--- config.mk ---
export PLATFORM = sky130hd
export DESIGN_NAME = asm_operand_lexer_top
export DESIGN_NICKNAME = d
export VERILOG_FILES = /design/src/rtl/aol_pkg.sv /design/src/rtl/aol_front.sv /design/src/rtl/aol_queue.sv /design/src/rtl/aol_back.sv /design/src/rtl/asm_operand_lexer_top.sv
export SDC_FILE = /design/constraint.sdc
export NUM_CORES = 1
export LEC_CHECK = 0
export ABC_AREA = 1
export BUFFER_PORTS_ARGS = -buffer_cell sky130_fd_sc_hd__buf_2
export CAP_MARGIN = 30
export CORE_AREA = 2 2 125 127
export CTS_BUF_LIST = sky130_fd_sc_hd__clkbuf_8
export DETAILED_ROUTE_END_ITERATION = 7
export DIE_AREA = 0 0 127 129
export GPL_TIMING_DRIVEN = 1
export PLACE_DENSITY = 0.54
export SYNTH_ARGS = -nofsm -noshare
export SYNTH_HDL_FRONTEND = slang
export SYNTH_SLANG_ARGS = --single-unit
--- constraint.sdc ---
create_clock -name clock -period 4.6 [get_ports clock]
set_clock_uncertainty 0.05 [all_clocks]
set_input_delay 0.23 -clock clock [delete_from_list [all_inputs] [get_ports clock]]
set_output_delay 0.23 -clock clock [all_outputs]
set_load 0.05 [all_outputs]
--- src/rtl/aol_pkg.sv ---
`timescale 1ns / 1ps

package aol_pkg;

   typedef enum logic [2:0] {
      MODE_NONE  = 3'd0,
      MODE_IDENT = 3'd1,
      MODE_REG   = 3'd2,
      MODE_TFLAG = 3'd3,
      MODE_NUM   = 3'd4,
      MODE_STR   = 3'd5
   } mode_type;

   localparam logic [1:0] KIND_APPEND    = 2'd0;
   localparam logic [1:0] KIND_TOKEN_END = 2'd1;
   localparam logic [1:0] KIND_PARAM_END = 2'd2;
   localparam logic [1:0] KIND_STMT_END  = 2'd3;

   localparam logic [2:0] CLASS_NONE = 3'd0;
   localparam logic [2:0] CLASS_STR  = 3'd4;
   localparam logic [2:0] CLASS_OP   = 3'd5;

   // Event slots of one character, in emission order.
   localparam int SLOT_TOK_A  = 0;
   localparam int SLOT_APPEND = 1;
   localparam int SLOT_OP_END = 2;
   localparam int SLOT_PARAM  = 3;
   localparam int SLOT_TOK_B  = 4;
   localparam int SLOT_FPARAM = 5;
   localparam int SLOT_STMT   = 6;
   localparam int NUM_SLOTS   = 7;

   typedef struct packed {
      logic [NUM_SLOTS-1:0] mask;
      logic [7:0]           ch;
      logic [2:0]           cls_a;
      logic [2:0]           cls_b;
   } bundle_type;

endpackage

--- src/rtl/aol_front.sv ---
`timescale 1ns / 1ps

module aol_front #(
   parameter int DEPTH_BITS = 8
) (
   input  logic                clock,
   input  logic                reset,
   input  logic                accept,
   input  logic [7:0]          ch,
   input  logic                last,
   output aol_pkg::bundle_type bundle,
   output logic                push
);

   localparam logic [7:0] CH_SPACE  = 8'h20;
   localparam logic [7:0] CH_TAB    = 8'h09;
   localparam logic [7:0] CH_COMMA  = 8'h2C;
   localparam logic [7:0] CH_LPAREN = 8'h28;
   localparam logic [7:0] CH_RPAREN = 8'h29;
   localparam logic [7:0] CH_PLUS   = 8'h2B;
   localparam logic [7:0] CH_MINUS  = 8'h2D;
   localparam logic [7:0] CH_STAR   = 8'h2A;
   localparam logic [7:0] CH_SLASH  = 8'h2F;
   localparam logic [7:0] CH_COLON  = 8'h3A;
   localparam logic [7:0] CH_DOT    = 8'h2E;
   localparam logic [7:0] CH_UNDER  = 8'h5F;
   localparam logic [7:0] CH_PCT    = 8'h25;
   localparam logic [7:0] CH_DOLLAR = 8'h24;
   localparam logic [7:0] CH_AT     = 8'h40;
   localparam logic [7:0] CH_QUOTE  = 8'h22;
   localparam logic [7:0] CH_BSLASH = 8'h5C;
   localparam logic [7:0] CH_LOW_X  = 8'h78;
   localparam logic [7:0] CH_UP_X   = 8'h58;

   function automatic logic is_digit(input logic [7:0] c);
      return c >= 8'h30 && c <= 8'h39;
   endfunction

   function automatic logic is_alpha(input logic [7:0] c);
      return (c >= 8'h41 && c <= 8'h5A) || (c >= 8'h61 && c <= 8'h7A);
   endfunction

   function automatic logic is_hex(input logic [7:0] c);
      return is_digit(c) || (c >= 8'h41 && c <= 8'h46) || (c >= 8'h61 && c <= 8'h66);
   endfunction

   function automatic logic continues(input aol_pkg::mode_type m, input logic [7:0] c);
      logic r;
      r = 1'b0;
      unique case (m)
         aol_pkg::MODE_IDENT: r = c == CH_DOT || c == CH_UNDER || is_digit(c) || is_alpha(c);
         aol_pkg::MODE_REG:   r = c == CH_PCT || is_digit(c) || is_alpha(c);
         aol_pkg::MODE_TFLAG: r = c == CH_AT || is_digit(c) || is_alpha(c);
         aol_pkg::MODE_NUM:   r = c == CH_LOW_X || c == CH_UP_X || is_hex(c);
         default:             r = 1'b0;
      endcase
      return r;
   endfunction

   aol_pkg::mode_type     mode_ff, mode_in;
   logic                  esc_ff, esc_in;
   logic [DEPTH_BITS-1:0] depth_ff, depth_in;
   logic                  has_ff, has_in;
   logic                  fresh;
   logic [aol_pkg::NUM_SLOTS-1:0] mask;
   logic [2:0]            cls_a, cls_b;

   always_comb begin
      mask     = '0;
      mode_in  = mode_ff;
      esc_in   = esc_ff;
      depth_in = depth_ff;
      has_in   = has_ff;
      cls_a    = aol_pkg::CLASS_NONE;
      cls_b    = aol_pkg::CLASS_NONE;
      fresh    = 1'b0;

      case (mode_ff) inside
         aol_pkg::MODE_IDENT, aol_pkg::MODE_REG, aol_pkg::MODE_TFLAG,
         aol_pkg::MODE_NUM: begin
            if (continues(mode_ff, ch)) begin
               mask[aol_pkg::SLOT_APPEND] = 1'b1;
            end else begin
               mask[aol_pkg::SLOT_TOK_A] = 1'b1;
               cls_a   = 3'(mode_ff) - 3'd1;
               has_in  = 1'b1;
               mode_in = aol_pkg::MODE_NONE;
               esc_in  = 1'b0;
               fresh   = 1'b1;
            end
         end
         aol_pkg::MODE_STR: begin
            if (ch == CH_QUOTE && !esc_ff) begin
               mask[aol_pkg::SLOT_TOK_A] = 1'b1;
               cls_a   = aol_pkg::CLASS_STR;
               has_in  = 1'b1;
               mode_in = aol_pkg::MODE_NONE;
               esc_in  = 1'b0;
            end else begin
               esc_in = !esc_ff && ch == CH_BSLASH;
               mask[aol_pkg::SLOT_APPEND] = 1'b1;
            end
         end
         default: begin
            mode_in = aol_pkg::MODE_NONE;
            fresh   = 1'b1;
         end
      endcase

      if (fresh) begin
         if (ch == CH_SPACE || ch == CH_TAB) begin
            mask = mask;
         end else if (ch == CH_COMMA) begin
            if (depth_ff != '0) begin
               mask[aol_pkg::SLOT_APPEND] = 1'b1;
               mask[aol_pkg::SLOT_OP_END] = 1'b1;
               has_in = 1'b1;
            end else begin
               mask[aol_pkg::SLOT_PARAM] = 1'b1;
               has_in = 1'b0;
            end
         end else if (ch == CH_LPAREN || ch == CH_RPAREN || ch == CH_PLUS ||
                      ch == CH_MINUS || ch == CH_STAR || ch == CH_SLASH ||
                      ch == CH_COLON) begin
            if (ch == CH_LPAREN && depth_ff != '1) begin
               depth_in = depth_ff + DEPTH_BITS'(1);
            end else if (ch == CH_RPAREN && depth_ff != '0) begin
               depth_in = depth_ff - DEPTH_BITS'(1);
            end
            mask[aol_pkg::SLOT_APPEND] = 1'b1;
            mask[aol_pkg::SLOT_OP_END] = 1'b1;
            has_in = 1'b1;
         end else if (ch == CH_DOT || ch == CH_UNDER || is_alpha(ch)) begin
            mode_in = aol_pkg::MODE_IDENT;
            mask[aol_pkg::SLOT_APPEND] = 1'b1;
         end else if (ch == CH_PCT) begin
            mode_in = aol_pkg::MODE_REG;
            mask[aol_pkg::SLOT_APPEND] = 1'b1;
         end else if (ch == CH_DOLLAR || is_digit(ch)) begin
            mode_in = aol_pkg::MODE_NUM;
            mask[aol_pkg::SLOT_APPEND] = 1'b1;
         end else if (ch == CH_AT) begin
            mode_in = aol_pkg::MODE_TFLAG;
            mask[aol_pkg::SLOT_APPEND] = 1'b1;
         end else if (ch == CH_QUOTE) begin
            mode_in = aol_pkg::MODE_STR;
            esc_in  = 1'b0;
         end
      end

      if (last) begin
         if (mode_in != aol_pkg::MODE_NONE) begin
            mask[aol_pkg::SLOT_TOK_B] = 1'b1;
            cls_b  = 3'(mode_in) - 3'd1;
            has_in = 1'b1;
         end
         mask[aol_pkg::SLOT_FPARAM] = has_in;
         mask[aol_pkg::SLOT_STMT]   = 1'b1;
         mode_in  = aol_pkg::MODE_NONE;
         esc_in   = 1'b0;
         depth_in = '0;
         has_in   = 1'b0;
      end
   end

   always_ff @(posedge clock) begin
      if (reset) begin
         mode_ff  <= aol_pkg::MODE_NONE;
         esc_ff   <= 1'b0;
         depth_ff <= '0;
         has_ff   <= 1'b0;
      end else if (accept) begin
         mode_ff  <= mode_in;
         esc_ff   <= esc_in;
         depth_ff <= depth_in;
         has_ff   <= has_in;
      end
   end

   assign bundle.mask  = mask;
   assign bundle.ch    = ch;
   assign bundle.cls_a = cls_a;
   assign bundle.cls_b = cls_b;
   assign push         = accept && (mask != '0);

endmodule

--- src/rtl/aol_queue.sv ---
`timescale 1ns / 1ps

module aol_queue (
   input  logic                clock,
   input  logic                reset,
   input  logic                push,
   input  aol_pkg::bundle_type push_data,
   input  logic                pop,
   output logic                full,
   output logic                head_valid,
   output aol_pkg::bundle_type head_data
);

   aol_pkg::bundle_type entry_ff [2];
   logic                wr_ptr_ff, wr_ptr_in;
   logic                rd_ptr_ff, rd_ptr_in;
   logic [1:0]          count_ff, count_in;

   always_comb begin
      wr_ptr_in = push ? !wr_ptr_ff : wr_ptr_ff;
      rd_ptr_in = pop ? !rd_ptr_ff : rd_ptr_ff;
      count_in  = count_ff + 2'(push) - 2'(pop);
   end

   always_ff @(posedge clock) begin
      if (reset) begin
         wr_ptr_ff <= 1'b0;
         rd_ptr_ff <= 1'b0;
         count_ff  <= 2'd0;
      end else begin
         wr_ptr_ff <= wr_ptr_in;
         rd_ptr_ff <= rd_ptr_in;
         count_ff  <= count_in;
      end
   end

   always_ff @(posedge clock) begin
      if (push) begin
         entry_ff[wr_ptr_ff] <= push_data;
      end
   end

   assign full       = count_ff == 2'd2;
   assign head_valid = count_ff != 2'd0;
   assign head_data  = entry_ff[rd_ptr_ff];

endmodule

--- src/rtl/aol_back.sv ---
`timescale 1ns / 1ps

module aol_back (
   input  logic                clock,
   input  logic                reset,
   input  logic                head_valid,
   input  aol_pkg::bundle_type head_data,
   output logic                pop,
   output logic                rsp_valid,
   input  logic                rsp_stall,
   output logic [1:0]          rsp_kind,
   output logic [7:0]          rsp_data_char,
   output logic [2:0]          rsp_token_class,
   output logic                rsp_run_last
);

   aol_pkg::bundle_type           cur_ff, cur_in;
   logic                          cur_valid_ff, cur_valid_in;
   logic                          valid_ff, valid_in;
   logic [1:0]                    kind_ff, kind_in;
   logic [7:0]                    char_ff, char_in;
   logic [2:0]                    class_ff, class_in;
   logic                          run_last_ff, run_last_in;
   logic [aol_pkg::NUM_SLOTS-1:0] low, rest;
   logic                          out_free, emit, done;

   always_comb begin
      low      = cur_ff.mask & (~cur_ff.mask + 1'b1);
      rest     = cur_ff.mask & ~low;
      out_free = !valid_ff || !rsp_stall;
      emit     = cur_valid_ff && out_free;
      done     = emit && (rest == '0);
      pop      = head_valid && (!cur_valid_ff || done);

      cur_in = cur_ff;
      if (pop) begin
         cur_in = head_data;
      end else if (emit) begin
         cur_in.mask = rest;
      end
      cur_valid_in = pop ? 1'b1 : (done ? 1'b0 : cur_valid_ff);
      valid_in     = emit ? 1'b1 : (out_free ? 1'b0 : valid_ff);

      kind_in     = aol_pkg::KIND_STMT_END;
      char_in     = 8'd0;
      class_in    = aol_pkg::CLASS_NONE;
      run_last_in = rest == '0;
      if (low[aol_pkg::SLOT_TOK_A]) begin
         kind_in  = aol_pkg::KIND_TOKEN_END;
         class_in = cur_ff.cls_a;
      end else if (low[aol_pkg::SLOT_APPEND]) begin
         kind_in = aol_pkg::KIND_APPEND;
         char_in = cur_ff.ch;
      end else if (low[aol_pkg::SLOT_OP_END]) begin
         kind_in  = aol_pkg::KIND_TOKEN_END;
         class_in = aol_pkg::CLASS_OP;
      end else if (low[aol_pkg::SLOT_PARAM] || low[aol_pkg::SLOT_FPARAM]) begin
         kind_in = aol_pkg::KIND_PARAM_END;
      end else if (low[aol_pkg::SLOT_TOK_B]) begin
         kind_in  = aol_pkg::KIND_TOKEN_END;
         class_in = cur_ff.cls_b;
      end
   end

   always_ff @(posedge clock) begin
      if (reset) begin
         cur_valid_ff <= 1'b0;
         valid_ff     <= 1'b0;
      end else begin
         cur_valid_ff <= cur_valid_in;
         valid_ff     <= valid_in;
      end
   end

   always_ff @(posedge clock) begin
      cur_ff <= cur_in;
      if (emit) begin
         kind_ff     <= kind_in;
         char_ff     <= char_in;
         class_ff    <= class_in;
         run_last_ff <= run_last_in;
      end
   end

   assign rsp_valid       = valid_ff;
   assign rsp_kind        = kind_ff;
   assign rsp_data_char   = char_ff;
   assign rsp_token_class = class_ff;
   assign rsp_run_last    = run_last_ff;

endmodule

--- src/rtl/asm_operand_lexer_top.sv ---
`timescale 1ns / 1ps
// Channel   Direction  Handshake             Payload
// req_      in         req_valid/req_stall   ch[7:0], last
// rsp_      out        rsp_valid/rsp_stall   kind[1:0], data_char[7:0],
//                                            token_class[2:0], run_last
//
// One character is accepted per cycle while the two-entry event queue has room.
// Each character yields 0 to 5 events; the serializer sends one event per cycle while
// rsp_stall is low, and characters keep being accepted while earlier events drain.
// Each event passes the queue, the current-bundle register and the output register.
// Synchronous reset returns the lexer to no open token, depth 0.
// rsp_stall holds the output register; req_stall rises only when the queue is full.

module asm_operand_lexer_top #(
   parameter int DEPTH_BITS = 8
) (
   input  logic       clock,
   input  logic       reset,
   input  logic       req_valid,
   output logic       req_stall,
   input  logic [7:0] req_ch,
   input  logic       req_last,
   output logic       rsp_valid,
   input  logic       rsp_stall,
   output logic [1:0] rsp_kind,
   output logic [7:0] rsp_data_char,
   output logic [2:0] rsp_token_class,
   output logic       rsp_run_last
);

   aol_pkg::bundle_type front_bundle, head_data;
   logic                push, pop, full, head_valid, accept;

   assign req_stall = full;
   assign accept    = req_valid && !full;

   aol_front #(
      .DEPTH_BITS(DEPTH_BITS)
   ) u_front (
      .clock  (clock),
      .reset  (reset),
      .accept (accept),
      .ch     (req_ch),
      .last   (req_last),
      .bundle (front_bundle),
      .push   (push)
   );

   aol_queue u_queue (
      .clock      (clock),
      .reset      (reset),
      .push       (push),
      .push_data  (front_bundle),
      .pop        (pop),
      .full       (full),
      .head_valid (head_valid),
      .head_data  (head_data)
   );

   aol_back u_back (
      .clock           (clock),
      .reset           (reset),
      .head_valid      (head_valid),
      .head_data       (head_data),
      .pop             (pop),
      .rsp_valid       (rsp_valid),
      .rsp_stall       (rsp_stall),
      .rsp_kind        (rsp_kind),
      .rsp_data_char   (rsp_data_char),
      .rsp_token_class (rsp_token_class),
      .rsp_run_last    (rsp_run_last)
   );

endmodule

==> impl_metrics.json <==
{
  "status": "complete, no violations",
  "clk_pin_slew_ns": 0.10,
  "routed_wl_mm": 9.711,
  "first_pass_iters": 4,
  "p_per_area_nw_per_um2": 486.1,
  "cts_root_buf": "clkbuf_8",
  "grt_setup_unrepaired": "false",
  "netlist_area_um2": 5127,
  "synth.distinct_cells": 45,
  "ys_warn_count": 0,
  "r2r-start": "u_back.cur_ff[14]",
  "io_buffers": 28,
  "initial_core_util_pct": 34.24,
  "crit_start": "u_back.cur_ff[14]",
  "grt_pass1_wl_mm": 16.00,
  "clockBufferDepth": 2,
  "fin_hold_ws_ns": 0.09363,
  "crit_path_end_kind": "flop",
  "drt-vias-per-instance": 4.661,
  "num_vias": 3570,
  "endpoint": "u_queue.count_ff[1]",
  "hpwl_mm": 7.316,
  "final_nets": 602,
  "track_usage_pct": 12.35,
  "worst_pin_slew_ns": 0.9961,
  "maxCapViolations": 0,
  "rows": 45,
  "wl_per_cell_um": 12.68,
  "r2r_setup_slack_ns": 1.62,
  "drtIter0Drc": 322,
  "worstPathMaxFanout": 31,
  "critPathKind": "flop to flop",
  "ant_nets": 0,
  "clock.fmax_mhz": 335.4,
  "timing.final.ws_setup_ns": 1.619,
  "synthTopCellsByCount": "nand2_1, edfxtp_1, inv_1",
  "cp-start-kind": "flop",
  "cts_buffers": 9,
  "drc": 0,
  "maxSlewViolCount": 0,
  "cp.required_ns": 4.85,
  "fin_crit_sh_pct": 64.81,
  "yosysMostFrequentCell": "nand2_1",
  "syn_avg_cell_area_um2": 9.495,
  "htree_levels": 3,
  "grt.overflow.total": 0,
  "reg2reg_depth": 17,
  "ys_top_cells_by_area": "edfxtp_1, dfxtp_1, nand2_1",
  "hold_viol_final": 0,
  "antenna_found_initial": 0,
  "syn_to_final_growth_pct": 10.91,
  "synth-seq-area-share_pct": 52.90,
  "place_ws_ns": 1.539,
  "synth_top_cell_by_area": "edfxtp_1",
  "yosysTopAreaCellShare_pct": 45.10,
  "async_flop_share_pct": 0,
  "synth_edf_count": 77,
  "chipHeight_um": 129,
  "ys_seq_elements": 97,
  "setup_viol": 0,
  "clkLatencyLatePin_ns": 0.36,
  "syn-num-nets": 569,
  "synth_ff_type": "edfxtp_1",
  "drive_gt1_share_pct": 21.63,
  "min_path_type": "primary input to flop",
  "hold_buffers": 0,
  "fp.coreArea_um2": 14980,
  "period_needed_ns": 2.981,
  "timing.rr.end": "u_queue.count_ff[1]",
  "cts_tree": "built",
  "grt_pass1_vias": 3348,
  "grt_max_degree": 32,
  "p_leak_nw": 2.346,
  "slew_headroom_pct": 32.89,
  "clock_sinks": 97,
  "place.gp.congestion": 0.8833,
  "worst_ep_arrival_time_ns": 3.23,
  "ios": 29,
  "netlist_instances": 540,
  "postCtsSetupBuffers": 0,
  "dieArea_um2": 16380,
  "tns_ns": 0,
  "dieWidth_um": 127,
  "cts_resized": 0,
  "n_antenna_cell": 0,
  "n_fill_cell": 1486,
  "peakVddDrop_uv": 202.4,
  "utilization_pct": 37.97
}
-- layer usage --
metal	vias to the layer above	track usage (%)	part of all wire, %
met4	0	5.301	1.5
met3	8	2.328	3.7
met5	-	0	0
li1	1857	-	-
met2	62	20.46	48
met1	1643	15.92	47
-- worst min-delay path by stage --
| stage | startpoint | endpoint | slack (ns) | cells after the start |
|---|---|---|---|---|
| 2_1_floorplan | req_ch[4] | u_queue.entry_ff[0][10] | 0.28 | 0 |
| 3_3_place_gp | u_queue.rd_ptr_ff | flop | 0.39 | 1 |
| 3_5_place_dp | u_queue.rd_ptr_ff | u_queue.rd_ptr_ff | 0.39 | 1 |
| 4_1_cts | req_ch[7] | u_queue.entry_ff[1][13] | 0.07 | 1 |
| 5_1_grt | req_ch[7] | u_queue.entry_ff[1][13] | 0.07 | 1 |
| 6_report | req_ch[7] | u_queue.entry_ff[1][13] | 0.09 | 1 |
-- flip-flops by register name (all words and copies together), names as in the netlist, named ones only --
name                    count
u_queue.wr_ptr_ff           1
u_back.cur_ff              21
u_back.rsp_run_last         1
u_back.rsp_valid            1
u_front.mode_ff             3
u_front.has_ff              1
u_back.rsp_data_char        8
u_front.depth_ff            8
u_queue.count_ff            2
u_back.rsp_token_class      3
u_queue.entry_ff           42
u_back.cur_valid_ff         1
u_front.esc_ff              1
u_queue.rd_ptr_ff           1
u_back.rsp_kind             2
-- through the flow --
stage          total power [mW]  instance area [µm²]  cells
2_1_floorplan             2.026                 5127    540
4_1_cts                   2.806                 5687    766
3_5_place_dp              2.257                 5494    750
5_1_grt                   2.945                 5687    766
6_report                  2.764                 5687    766
3_3_place_gp              2.212                 5466    749
-- cells by family (layout without fill, tap and decap cells) --
family,Yosys count,count (layout),synth area share [%]
DFF,97,97,52.90
and+or+nand+nor,239,239,22.28
AOI/OAI and AO/OA,79,79,9.883
buffers and inverters,91,129,7.101
adders and majority gates,16,16,4.051
xor gates and xnor gates,3,3,0.5125
muxes,15,15,3.270
-- worst max-delay path: stages (launching register included) --
cell and delay (ns):
edfxtp_1 0.49, nor2_1 0.09, nand2_1 0.11, nand2_1 0.11, nor2_2 0.13, nand2_1 0.08
o21ai_1 0.16, nand3_1 0.09, nor2_1 0.14, nand2_1 0.12, a21oi_4 0.12, buf_4 0.32
ha_1 0.29, inv_1 0.05, ha_1 0.14, xor2_1 0.19, o21ai_0 0.11, a21oi_1 0.13
-- final cells by class --
cell class              instances  area [µm²]  area share [%]
flip-flops and latches         97        2713           47.70
multi-input cells             352        2056           36.15
inverters                      82       307.8           5.413
well taps                     188       235.2           4.136
repair buffers                 31       182.7           3.212
clock buffers                   9       123.9           2.178
clock inverters                 7       68.82           1.210
-- power by group --
group          switching (mW)  internal, mW
sequential             0.0947          1.24
combinational           0.612         0.274
clock                   0.332         0.213
-- layout by cell type (no fill, tap or decap), drive strengths merged, types with 2 or more instances in the layout --
cell    count
clkinv      4
nand4       4
ha         15
mux2       14
edfxtp     77
and2        2
a21oi      29
dfxtp      20
clkbuf      9
nor3       10
o31ai       2
buf        31
o211ai      6
nand2     122
o21ai      35
nor2       72
inv        85
nand3      23
nor4        2
xor2        3
nand3b      3
a31oi       2
Power figures use the tool's default switching activity.
